File: config.mk
export PLATFORM = sky130hd
export DESIGN_NAME = multi_slot_software_timer_table_flat
export DESIGN_NICKNAME = d
export VERILOG_FILES = /design/src/sv/mstt_pkg.sv /design/src/sv/mstt_req_if.sv /design/src/sv/mstt_rsp_if.sv /design/src/sv/mstt_ram.sv /design/src/sv/multi_slot_software_timer_table.sv /design/src/flat_wrapper.sv
export SDC_FILE = /design/constraint.sdc
export NUM_CORES = 2
export LEC_CHECK = 0
export ABC_CLOCK_PERIOD_IN_PS = 15100
export BUFFER_PORTS_ARGS = -buffer_cell sky130_fd_sc_hd__buf_4
export CORE_ASPECT_RATIO = 0.8
export CORE_UTILIZATION = 45
export CTS_BUF_LIST = sky130_fd_sc_hd__clkbuf_4 sky130_fd_sc_hd__clkbuf_8
export DETAILED_ROUTE_END_ITERATION = 7
export GPL_TIMING_DRIVEN = 0
export PLACE_DENSITY = 0.64
export SLEW_MARGIN = 10
export SYNTH_ARGS = -nofsm -noshare
export SYNTH_HDL_FRONTEND = slang
export SYNTH_HIERARCHICAL = 1
export SYNTH_SLANG_ARGS = --single-unit
export TNS_END_PERCENT = 100
File: constraint.sdc
create_clock -name clock -period 15.1 [get_ports clock]
set_clock_uncertainty 0.15 [all_clocks]
set_input_delay 0.755 -clock clock [delete_from_list [all_inputs] [get_ports clock]]
set_output_delay 0.755 -clock clock [all_outputs]
set_load 0.01 [all_outputs]
File: src/sv/mstt_pkg.sv
// Timer table package: sizes, opcodes, result kinds and the slot record.
// Shared by the channel interfaces, the RAM users and the top level.
// No dependencies.
package mstt_pkg;

   localparam int SLOT_COUNT  = 16;
   localparam int TIME_BITS   = 48;
   localparam int SLOT_BITS   = $clog2(SLOT_COUNT);
   localparam int COUNT_BITS  = $clog2(SLOT_COUNT + 1);
   localparam int OP_BITS     = 2;
   localparam int KIND_BITS   = 2;
   localparam int ID_BITS     = 4;
   localparam int ELAPSE_BITS = 16;
   localparam int DUR_BITS    = 32;
   localparam int REP_BITS    = 32;

   // request opcodes
   localparam logic [OP_BITS-1:0] OP_TICK     = 2'd0;
   localparam logic [OP_BITS-1:0] OP_NOW      = 2'd1;
   localparam logic [OP_BITS-1:0] OP_DELAY    = 2'd2;
   localparam logic [OP_BITS-1:0] OP_PERIODIC = 2'd3;

   // response kinds
   localparam logic [KIND_BITS-1:0] KIND_ACCEPT = 2'd0;
   localparam logic [KIND_BITS-1:0] KIND_REJECT = 2'd1;
   localparam logic [KIND_BITS-1:0] KIND_FIRED  = 2'd2;

   // one slot entry as kept in the slot RAM
   typedef struct packed {
      logic [TIME_BITS-1:0] next_time;
      logic [DUR_BITS-1:0]  interval;
      logic [REP_BITS-1:0]  remaining;
      logic                 periodic;
   } slot_rec_type;

   localparam int SLOT_REC_BITS = $bits(slot_rec_type);

   // response held back until it is known whether it is the last one
   typedef struct packed {
      logic                 valid;
      logic                 closed;
      logic [KIND_BITS-1:0] kind;
      logic [ID_BITS-1:0]   id;
   } pend_type;

   // low bits of a slot number as reported on the response channel
   function automatic logic [ID_BITS-1:0] to_id(input logic [SLOT_BITS-1:0] slot);
      logic [63:0] wide;
      wide = 64'(slot);
      return wide[ID_BITS-1:0];
   endfunction

endpackage

File: src/sv/mstt_req_if.sv
// Request channel of the timer table: valid/ready plus request payload.
// Depends on mstt_pkg for field widths.
interface mstt_req_if;
   logic                              valid;
   logic                              ready;
   logic [mstt_pkg::OP_BITS-1:0]      opcode;
   logic [mstt_pkg::ELAPSE_BITS-1:0]  elapsed_ms;
   logic [mstt_pkg::DUR_BITS-1:0]     duration_ms;
   logic [mstt_pkg::REP_BITS-1:0]     repeat_count;

   modport source (output valid, opcode, elapsed_ms, duration_ms, repeat_count,
                   input ready);
   modport sink   (input valid, opcode, elapsed_ms, duration_ms, repeat_count,
                   output ready);
endinterface

File: src/sv/mstt_rsp_if.sv
// Response channel of the timer table: valid/ready plus response payload.
// Depends on mstt_pkg for field widths.
interface mstt_rsp_if;
   logic                            valid;
   logic                            ready;
   logic [mstt_pkg::KIND_BITS-1:0]  kind;
   logic [mstt_pkg::ID_BITS-1:0]    slot_id;
   logic                            last;

   modport source (output valid, kind, slot_id, last, input ready);
   modport sink   (input valid, kind, slot_id, last, output ready);
endinterface

File: src/sv/mstt_ram.sv
// Generic simple dual-port RAM: one write port, one read port, registered read.
// Read data holds while no read is issued. No dependencies.
module mstt_ram #(
   parameter int WIDTH = 8,
   parameter int DEPTH = 16
) (
   input  logic                     clock,
   input  logic                     we,
   input  logic [$clog2(DEPTH)-1:0] waddr,
   input  logic [WIDTH-1:0]         wdata,
   input  logic                     re,
   input  logic [$clog2(DEPTH)-1:0] raddr,
   output logic [WIDTH-1:0]         rdata
);

   logic [WIDTH-1:0] mem [DEPTH];
   logic [WIDTH-1:0] rdata_ff;

   // write, then registered read
   always_ff @(posedge clock) begin
      if (we) begin
         mem[waddr] <= wdata;
      end
      if (re) begin
         rdata_ff <= mem[raddr];
      end
   end

   assign rdata = rdata_ff;

endmodule

File: src/sv/multi_slot_software_timer_table.sv
// Timer table top level: one-shot and periodic slots scanned on each tick.
// Depends on mstt_pkg, mstt_req_if, mstt_rsp_if and mstt_ram.
//
//   channel    | role   | payload                                        | handshake
//   req_chan   | sink   | opcode, elapsed_ms, duration_ms, repeat_count  | valid & ready
//   rsp_chan   | source | kind, slot_id, last                            | valid & ready
//
// A schedule request is taken only while idle with no response pending; its response
// passes the pending register, then the response register. A tick reads the fire-order
// RAM, then the slot RAM, one entry per cycle unless stalled, via a two-deep pipeline.
// A fired response is held one entry back until it is known to be the last one.
// Reset clears the live flags, the live count and the clock; no RAM clearing pass.
// A stalled response channel freezes the scan only when a second slot fires.
module multi_slot_software_timer_table (
   input  logic       clock,
   input  logic       reset,
   mstt_req_if.sink   req_chan,
   mstt_rsp_if.source rsp_chan
);

   typedef enum logic {ST_IDLE, ST_SCAN} state_type;

   state_type                          state_ff, state_in;
   logic [mstt_pkg::TIME_BITS-1:0]     cur_time_ff, cur_time_in;
   logic [mstt_pkg::SLOT_COUNT-1:0]    live_ff, live_in;
   logic [mstt_pkg::COUNT_BITS-1:0]    live_count_ff, live_count_in;
   logic [mstt_pkg::COUNT_BITS-1:0]    rd_idx_ff, rd_idx_in;
   logic [mstt_pkg::COUNT_BITS-1:0]    wr_idx_ff, wr_idx_in;
   logic                               ord_v_ff, ord_v_in;
   logic                               ev_v_ff, ev_v_in;
   logic [mstt_pkg::SLOT_BITS-1:0]     ev_id_ff, ev_id_in;
   mstt_pkg::pend_type                 pend_ff, pend_in;
   logic                               rsp_valid_ff, rsp_valid_in;
   logic [mstt_pkg::KIND_BITS-1:0]     rsp_kind_ff, rsp_kind_in;
   logic [mstt_pkg::ID_BITS-1:0]       rsp_id_ff, rsp_id_in;
   logic                               rsp_last_ff, rsp_last_in;

   logic                               slot_we, slot_re;
   logic [mstt_pkg::SLOT_BITS-1:0]     slot_waddr, slot_raddr;
   mstt_pkg::slot_rec_type             slot_wdata, slot_rdata;
   logic [mstt_pkg::SLOT_REC_BITS-1:0] slot_rdata_raw;

   logic                               ord_we, ord_re;
   logic [mstt_pkg::SLOT_BITS-1:0]     ord_waddr, ord_raddr;
   logic [mstt_pkg::SLOT_BITS-1:0]     ord_wdata, ord_rdata;

   logic                               req_ready, rsp_free;
   logic                               free_found;
   logic [mstt_pkg::SLOT_BITS-1:0]     free_id;
   logic                               due, expire, stall;
   logic [mstt_pkg::TIME_BITS-1:0]     sched_delay;

   // slot records
   mstt_ram #(
      .WIDTH (mstt_pkg::SLOT_REC_BITS),
      .DEPTH (mstt_pkg::SLOT_COUNT)
   ) u_slot_ram (
      .clock (clock),
      .we    (slot_we),
      .waddr (slot_waddr),
      .wdata (slot_wdata),
      .re    (slot_re),
      .raddr (slot_raddr),
      .rdata (slot_rdata_raw)
   );

   assign slot_rdata = mstt_pkg::slot_rec_type'(slot_rdata_raw);

   // slot ids in insertion order
   mstt_ram #(
      .WIDTH (mstt_pkg::SLOT_BITS),
      .DEPTH (mstt_pkg::SLOT_COUNT)
   ) u_order_ram (
      .clock (clock),
      .we    (ord_we),
      .waddr (ord_waddr),
      .wdata (ord_wdata),
      .re    (ord_re),
      .raddr (ord_raddr),
      .rdata (ord_rdata)
   );

   // find the lowest free slot
   always_comb begin
      free_found = 1'b0;
      free_id    = '0;
      for (int i = mstt_pkg::SLOT_COUNT - 1; i >= 0; i--) begin
         if (!live_ff[i]) begin
            free_found = 1'b1;
            free_id    = mstt_pkg::SLOT_BITS'(i);
         end
      end
   end

   // evaluate the slot at the end of the read pipeline
   assign due    = (cur_time_ff >= slot_rdata.next_time);
   assign expire = !slot_rdata.periodic || (slot_rdata.remaining == mstt_pkg::REP_BITS'(1));

   assign rsp_free    = !rsp_valid_ff || rsp_chan.ready;
   assign req_ready   = (state_ff == ST_IDLE) && !pend_ff.valid;
   assign stall       = ev_v_ff && due && pend_ff.valid && !rsp_free;
   assign sched_delay = (req_chan.opcode == mstt_pkg::OP_NOW) ? '0 :
                        mstt_pkg::TIME_BITS'(req_chan.duration_ms);

   // next-state logic
   always_comb begin
      state_in      = state_ff;
      cur_time_in   = cur_time_ff;
      live_in       = live_ff;
      live_count_in = live_count_ff;
      rd_idx_in     = rd_idx_ff;
      wr_idx_in     = wr_idx_ff;
      ord_v_in      = ord_v_ff;
      ev_v_in       = ev_v_ff;
      ev_id_in      = ev_id_ff;
      pend_in       = pend_ff;
      rsp_valid_in  = rsp_valid_ff;
      rsp_kind_in   = rsp_kind_ff;
      rsp_id_in     = rsp_id_ff;
      rsp_last_in   = rsp_last_ff;

      slot_we    = 1'b0;
      slot_waddr = '0;
      slot_wdata = '0;
      slot_re    = 1'b0;
      slot_raddr = '0;
      ord_we     = 1'b0;
      ord_waddr  = '0;
      ord_wdata  = '0;
      ord_re     = 1'b0;
      ord_raddr  = '0;

      // drop a response once taken
      if (rsp_valid_ff && rsp_chan.ready) begin
         rsp_valid_in = 1'b0;
      end

      // release a closed pending response as the last one
      if (pend_ff.valid && pend_ff.closed && rsp_free) begin
         rsp_valid_in   = 1'b1;
         rsp_kind_in    = pend_ff.kind;
         rsp_id_in      = pend_ff.id;
         rsp_last_in    = 1'b1;
         pend_in.valid  = 1'b0;
         pend_in.closed = 1'b0;
      end

      unique case (state_ff)
         ST_IDLE: begin
            if (req_chan.valid && req_ready) begin
               if (req_chan.opcode == mstt_pkg::OP_TICK) begin
                  // advance the clock and start the scan
                  cur_time_in = cur_time_ff + mstt_pkg::TIME_BITS'(req_chan.elapsed_ms);
                  rd_idx_in   = '0;
                  wr_idx_in   = '0;
                  ord_v_in    = 1'b0;
                  ev_v_in     = 1'b0;
                  state_in    = ST_SCAN;
               end else if (!free_found) begin
                  pend_in = '{valid: 1'b1, closed: 1'b1, kind: mstt_pkg::KIND_REJECT,
                              id: '0};
               end else begin
                  // claim the slot and append it to the firing order
                  live_in[free_id]     = 1'b1;
                  slot_we              = 1'b1;
                  slot_waddr           = free_id;
                  slot_wdata.next_time = cur_time_ff + sched_delay;
                  slot_wdata.interval  = (req_chan.opcode == mstt_pkg::OP_NOW) ? '0 :
                                         req_chan.duration_ms;
                  slot_wdata.remaining = (req_chan.opcode == mstt_pkg::OP_PERIODIC) ?
                                         req_chan.repeat_count : '0;
                  slot_wdata.periodic  = (req_chan.opcode == mstt_pkg::OP_PERIODIC);
                  ord_we               = 1'b1;
                  ord_waddr            = live_count_ff[mstt_pkg::SLOT_BITS-1:0];
                  ord_wdata            = free_id;
                  live_count_in        = live_count_ff + 1'b1;
                  pend_in = '{valid: 1'b1, closed: 1'b1, kind: mstt_pkg::KIND_ACCEPT,
                              id: mstt_pkg::to_id(free_id)};
               end
            end
         end

         ST_SCAN: begin
            if (!stall) begin
               // issue the fire-order read
               ord_re    = (rd_idx_ff < live_count_ff);
               ord_raddr = rd_idx_ff[mstt_pkg::SLOT_BITS-1:0];
               ord_v_in  = ord_re;
               if (ord_re) begin
                  rd_idx_in = rd_idx_ff + 1'b1;
               end

               // issue the slot read
               slot_re    = ord_v_ff;
               slot_raddr = ord_rdata;
               ev_v_in    = ord_v_ff;
               ev_id_in   = ord_rdata;

               // fire, reschedule or free the evaluated slot
               if (ev_v_ff) begin
                  if (due) begin
                     if (pend_ff.valid) begin
                        rsp_valid_in = 1'b1;
                        rsp_kind_in  = pend_ff.kind;
                        rsp_id_in    = pend_ff.id;
                        rsp_last_in  = 1'b0;
                     end
                     pend_in = '{valid: 1'b1, closed: 1'b0, kind: mstt_pkg::KIND_FIRED,
                                 id: mstt_pkg::to_id(ev_id_ff)};
                  end
                  if (due && expire) begin
                     live_in[ev_id_ff] = 1'b0;
                  end else begin
                     ord_we    = 1'b1;
                     ord_waddr = wr_idx_ff[mstt_pkg::SLOT_BITS-1:0];
                     ord_wdata = ev_id_ff;
                     wr_idx_in = wr_idx_ff + 1'b1;
                  end
                  if (due && !expire) begin
                     slot_we              = 1'b1;
                     slot_waddr           = ev_id_ff;
                     slot_wdata.next_time = cur_time_ff +
                                            mstt_pkg::TIME_BITS'(slot_rdata.interval);
                     slot_wdata.interval  = slot_rdata.interval;
                     slot_wdata.remaining = (slot_rdata.remaining != '0) ?
                                            slot_rdata.remaining - 1'b1 : '0;
                     slot_wdata.periodic  = slot_rdata.periodic;
                  end
               end

               // close the scan once the pipeline is empty
               if (!ord_v_ff && !ev_v_ff && (rd_idx_ff == live_count_ff)) begin
                  live_count_in = wr_idx_ff;
                  state_in      = ST_IDLE;
                  if (pend_ff.valid) begin
                     pend_in.closed = 1'b1;
                  end
               end
            end
         end

         default: begin
            state_in = ST_IDLE;
         end
      endcase
   end

   // state and registered outputs
   always_ff @(posedge clock) begin
      ev_id_ff    <= ev_id_in;
      rsp_kind_ff <= rsp_kind_in;
      rsp_id_ff   <= rsp_id_in;
      rsp_last_ff <= rsp_last_in;
      if (reset) begin
         state_ff      <= ST_IDLE;
         cur_time_ff   <= '0;
         live_ff       <= '0;
         live_count_ff <= '0;
         rd_idx_ff     <= '0;
         wr_idx_ff     <= '0;
         ord_v_ff      <= 1'b0;
         ev_v_ff       <= 1'b0;
         pend_ff       <= '0;
         rsp_valid_ff  <= 1'b0;
      end else begin
         state_ff      <= state_in;
         cur_time_ff   <= cur_time_in;
         live_ff       <= live_in;
         live_count_ff <= live_count_in;
         rd_idx_ff     <= rd_idx_in;
         wr_idx_ff     <= wr_idx_in;
         ord_v_ff      <= ord_v_in;
         ev_v_ff       <= ev_v_in;
         pend_ff       <= pend_in;
         rsp_valid_ff  <= rsp_valid_in;
      end
   end

   assign req_chan.ready = req_ready;
   assign rsp_chan.valid = rsp_valid_ff;
   assign rsp_chan.kind  = rsp_kind_ff;
   assign rsp_chan.slot_id = rsp_id_ff;
   assign rsp_chan.last  = rsp_last_ff;

   // live count tracks the live flags between scans
   a_live_count: assert property (@(posedge clock) disable iff (reset)
      (state_ff == ST_IDLE) |->
         (live_count_ff == mstt_pkg::COUNT_BITS'($countones(live_ff))))
      else $error("live count does not match live flags");

   // compaction never overtakes the read index
   a_compact: assert property (@(posedge clock) disable iff (reset)
      (state_ff == ST_SCAN) |-> (wr_idx_ff <= rd_idx_ff))
      else $error("fire-order write index ahead of read index");

   // a schedule request leaves a closed pending response
   a_sched_rsp: assert property (@(posedge clock) disable iff (reset)
      (req_chan.valid && req_chan.ready && (req_chan.opcode != mstt_pkg::OP_TICK)) |=>
         (pend_ff.valid && pend_ff.closed))
      else $error("schedule request left no response");

endmodule

File: src/flat_wrapper.sv
// flat-port wrapper written by rule: the top's interface ports become plain ports
module multi_slot_software_timer_table_flat 
  (clock, reset, req_chan_valid, req_chan_opcode, req_chan_elapsed_ms, req_chan_duration_ms, req_chan_repeat_count, req_chan_ready, rsp_chan_valid, rsp_chan_kind, rsp_chan_slot_id, rsp_chan_last, rsp_chan_ready);
  mstt_req_if req_chan_i ();
  mstt_rsp_if rsp_chan_i ();
  input  logic clock;
  input  logic reset;
  input wire logic [$bits(req_chan_i.valid)-1:0] req_chan_valid;
  input wire logic [$bits(req_chan_i.opcode)-1:0] req_chan_opcode;
  input wire logic [$bits(req_chan_i.elapsed_ms)-1:0] req_chan_elapsed_ms;
  input wire logic [$bits(req_chan_i.duration_ms)-1:0] req_chan_duration_ms;
  input wire logic [$bits(req_chan_i.repeat_count)-1:0] req_chan_repeat_count;
  output wire logic [$bits(req_chan_i.ready)-1:0] req_chan_ready;
  output wire logic [$bits(rsp_chan_i.valid)-1:0] rsp_chan_valid;
  output wire logic [$bits(rsp_chan_i.kind)-1:0] rsp_chan_kind;
  output wire logic [$bits(rsp_chan_i.slot_id)-1:0] rsp_chan_slot_id;
  output wire logic [$bits(rsp_chan_i.last)-1:0] rsp_chan_last;
  input wire logic [$bits(rsp_chan_i.ready)-1:0] rsp_chan_ready;
  assign req_chan_i.valid = req_chan_valid;
  assign req_chan_i.opcode = req_chan_opcode;
  assign req_chan_i.elapsed_ms = req_chan_elapsed_ms;
  assign req_chan_i.duration_ms = req_chan_duration_ms;
  assign req_chan_i.repeat_count = req_chan_repeat_count;
  assign req_chan_ready = req_chan_i.ready;
  assign rsp_chan_valid = rsp_chan_i.valid;
  assign rsp_chan_kind = rsp_chan_i.kind;
  assign rsp_chan_slot_id = rsp_chan_i.slot_id;
  assign rsp_chan_last = rsp_chan_i.last;
  assign rsp_chan_i.ready = rsp_chan_ready;
  multi_slot_software_timer_table u_core (.clock(clock), .reset(reset), .req_chan(req_chan_i), .rsp_chan(rsp_chan_i));
endmodule
==> qor_table.md <==
| Parameter | Reported |
|---|---|
| Status | finished clean |
| Fraction of layout cells with a size suffix above 1 | 0.239 |
| Post-cts sizing count | 0 |
| Number of cells on the worst hold path | 4 |
| Mean cell area of the mapped netlist | 17.5 sq um |
| Root buf cell | sky130_fd_sc_hd__clkbuf_8 |
| Post-route DRC | 0 |
| Antenna violations before repair | 9 |
| Critical path type | flip-flop to flip-flop |
| Util after Layout | 0.521 |
| Number of standard cells after synthesis | 5027 |
| Max Root-Sink Buffers | 4 |
| Maximum net fanout on the critical path | 10 |
| Least-Margin Pin Slew | 1370 ps |
| Pins over their slew limit | 0 |
| VDD IR-drop max | 82.7 uV |
| Final Hold Viols | 0 |
| Initial Util | 0.454 |
| Num Clock Sinks | 2091 |
| Placeable Area | 193000 sq um |
| Data required, critical path | 15670 ps |
| Number of enable-type register cells in the synthesized netlist | 1993 |
| Number of max-cap violations | 0 |
| Register area share after synthesis | 0.705 |
| Nets | 5816 |
| Die height | 397 um |
| Average vias per placed instance | 6.17 |
| Post-synthesis cell type count | 102 |
| Static leakage | 32.9 nW |
| # setup viols final | 0 |
| Last weighted congestion value of the routability-driven placer | 0.959 |
| Count of warnings emitted by yosys | 6 |
| Share of async-settable or async-resettable flops after synthesis | 0 |
| Register cell area after layout | 61800 sq um |
| Syn Std Cell Area | 87700 sq um |
| Half-perimeter wire length after detailed placement | 171000 um |
| Signal arrival time at the worst endpoint | 9380 ps |
| Number of synthesized register bits | 2091 |
| H-Tree Level Count | 5 |
| Overall via count from detail_route | 51895 |
| Setup TNS | 0 ps |
| Post-Syn Nets | 5232 |
| Num CTS Buffers | 331 |
| Number of buffers inserted by post-CTS setup repair | 0 |
| TritonCTS clock tree | yes |
| Number of global-route vias before repair | 50317 |
| Setup repair after global routing missed its margin | no |
| Overflow left after global routing | 0 |
| Clock transition at the registers of the reported paths | 60 ps |
| Peak Freq | 0.114 GHz |
| Total detailed-routing wirelength | 253000 um |
| Die X | 496 um |
| Post-route minimum period | 8810 ps |
| Count of input and output buffers | 84 |
| Clock network latency to the later pin of the worst-skew pair | 1080 ps |
| Fill count | 15497 |
| Final worst path period share | 0.583 |
| Area of the multi-input gates | 24400 sq um |
| Largest net degree at the start of global routing | 41 |
| Worst reg2reg path depth | 24 |
| I/O pin count | 95 |
| Wire length per cell after detailed routing | 30.0 um |
| Worst slew margin relative to its limit | 0.0846 |
| Synth Flop Type | sky130_fd_sc_hd__edfxtp_1 |
| Number of DRC violations after detailed-routing iteration 0 | 6277 |
| Total GRT Usage | 0.257 |
| Global-route wire length before repair | 359000 um |
| Sort of element at the start of the critical path | flip-flop |
| Pwr dens | 115 nW/um^2 |
| Hold buffer count at cts | 3 |
| Total die area | 197000 sq um |
| Row Count | 144 |
| Number of detailed-routing iterations run before antenna repair | 6 |
| Kind of capture point of the worst setup path | flip-flop |
| Synth-to-layout area growth | 14.7% |
| Count of antenna-violating nets left after detailed routing | 0 |
| Hold WC Path Type | primary input to flip-flop |
## cells in the mapped netlist, drive strengths merged, types with 28 or more instances
library cell	n	area share
clkbuf	149	0.0064
a21o	49	0.0042
dfxtp	98	0.022
o21ai	144	0.0083
a21oi	148	0.0085
buf	128	0.0093
nor2b	34	0.0024
xnor2	83	0.0083
nor3	54	0.0032
ha	116	0.017
o22ai	39	0.0028
nor2	188	0.0080
edfxtp	1993	0.68
nand3	53	0.0033
inv	112	0.0048
mux4	468	0.12
a22o	37	0.0037
xor2	57	0.0057
nand2	352	0.015
o31ai	28	0.0024
a22oi	238	0.020
nand4	28	0.0020
o211ai	38	0.0034
and2	43	0.0031
## final timing paths
path / from / endpoint / slack, ps
hold reg to reg: u_core/u_order_ram/rdata[1] / u_core/ev_id_ff[1] / 310
hold / removal: req_chan_elapsed_ms[1] / u_core/cur_time_ff[1] / 100
setup reg to reg: u_core/cur_time_ff[7] / u_core/u_slot_ram/mem[8][41] / 6290
setup / recovery: u_core/cur_time_ff[7] / u_core/u_slot_ram/mem[8][41] / 6290
## placed cells by master (no fill, tap or decap), types with 63 or more instances in the layout
cell type / Yosys / routed
sky130_fd_sc_hd__o21ai_0: 134 / 106
sky130_fd_sc_hd__ha_1: 116 / 116
sky130_fd_sc_hd__nand2_1: 351 / 351
sky130_fd_sc_hd__inv_1: 111 / 111
sky130_fd_sc_hd__clkinv_1: 1 / 74
sky130_fd_sc_hd__buf_2: 67 / 67
sky130_fd_sc_hd__clkbuf_8: 0 / 342
sky130_fd_sc_hd__a21oi_1: 147 / 147
sky130_fd_sc_hd__a22oi_1: 238 / 238
sky130_fd_sc_hd__mux4_2: 454 / 454
sky130_fd_sc_hd__nor2_1: 188 / 176
sky130_fd_sc_hd__dfxtp_1: 98 / 98
sky130_fd_sc_hd__clkbuf_4: 0 / 104
sky130_fd_sc_hd__clkbuf_1: 147 / 142
sky130_fd_sc_hd__buf_4: 16 / 149
sky130_fd_sc_hd__xnor2_1: 83 / 83
sky130_fd_sc_hd__buf_12: 1 / 63
sky130_fd_sc_hd__edfxtp_1: 1993 / 1993
## cell type report
| class | instances | share of cell area |
|---|---|---|
| Antenna cell | 17 | 0.000423 |
| Buffer | 277 | 0.0137 |
| Clock buffer | 445 | 0.0544 |
| Clock inverter | 120 | 0.00782 |
| Inverter | 113 | 0.00421 |
| Multi-Input combinational cell | 2546 | 0.242 |
| Sequential cell | 2091 | 0.614 |
| Tap cell | 2555 | 0.0318 |
| Timing Repair Buffer | 251 | 0.0314 |
## sequential cells by signal, indices dropped and copies added (netlist names)
| register | cells |
|---|---|
| u_core/rsp_chan.valid | 1 |
| u_core/state_ff | 1 |
| u_core/pend_ff | 8 |
| u_core/rsp_chan.last | 1 |
| u_core/rsp_chan.slot_id | 4 |
| u_core/ev_v_ff | 1 |
| u_core/rsp_chan.kind | 2 |
| u_core/cur_time_ff | 48 |
| u_core/ord_v_ff | 1 |
| u_core/u_slot_ram/mem | 1808 |
| u_core/ev_id_ff | 4 |
| u_core/u_slot_ram/rdata | 113 |
| u_core/u_order_ram/rdata | 4 |
| u_core/live_count_ff | 5 |
| u_core/live_ff | 16 |
| u_core/rd_idx_ff | 5 |
| u_core/u_order_ram/mem | 64 |
| u_core/wr_idx_ff | 5 |
## logic make-up after synthesis
| group | after synthesis | share of synthesized area |
|---|---|---|
| muxes | 483 | 0.123 |
| buffers and inverters | 390 | 0.0205 |
| AOI/OAI and AO/OA | 883 | 0.0694 |
| and+or+nand+nor | 907 | 0.0501 |
| adders and majority gates | 133 | 0.0188 |
| xor gates and xnor gates | 140 | 0.0140 |
| DFF | 2091 | 0.705 |
## routing by layer
metal	global-route usage	wire (um)	vias to the layer above
li1	-	-	21624
met1	0.390	108000	27081
met2	0.368	110000	2823
met3	0.0610	28100	365
met4	0.0729	6590	2
met5	0	13	-
## where the power goes
part	switching, mW	internal, mW
Clock	2.19	2.52
Sequential	0.0146	6.36
Combinational	0.327	0.170
Total	2.53	9.05
## critical path: stages, from the launching register on
cell	delay, ps
sky130_fd_sc_hd__dfxtp_1	650
sky130_fd_sc_hd__ha_1	490
sky130_fd_sc_hd__nor2_1	80
sky130_fd_sc_hd__nor3_1	650
sky130_fd_sc_hd__nor2_1	100
sky130_fd_sc_hd__a211oi_1	750
sky130_fd_sc_hd__nor3_1	250
sky130_fd_sc_hd__a211oi_2	890
sky130_fd_sc_hd__and3_1	260
sky130_fd_sc_hd__buf_2	380
sky130_fd_sc_hd__buf_6	250
sky130_fd_sc_hd__buf_2	390
sky130_fd_sc_hd__nand2_1	100
sky130_fd_sc_hd__nand2_1	170
sky130_fd_sc_hd__nand3b_1	320
sky130_fd_sc_hd__nor3_2	600
sky130_fd_sc_hd__buf_4	350
sky130_fd_sc_hd__buf_6	210
sky130_fd_sc_hd__buf_4	240
sky130_fd_sc_hd__buf_6	180
sky130_fd_sc_hd__buf_6	160
sky130_fd_sc_hd__buf_6	180
sky130_fd_sc_hd__buf_4	230
sky130_fd_sc_hd__buf_4	230
sky130_fd_sc_hd__buf_6	170
## per-stage QoR
stage               std cells  hold slack [ps]  setup slack (ps)  total power, mW  area, sq um
CTS                      8393             35.8              6500             11.6       100000
global placement         7666              290            -11170             6.98        91600
detailed placement       7825              279              6440             6.98        94200
finish                   8415             96.3              6290             11.6       101000
global route             8408             54.6              6240             11.9       101000
floorplan                5027              267              3220             6.79        87700
Power figures use the tool's default switching activity.
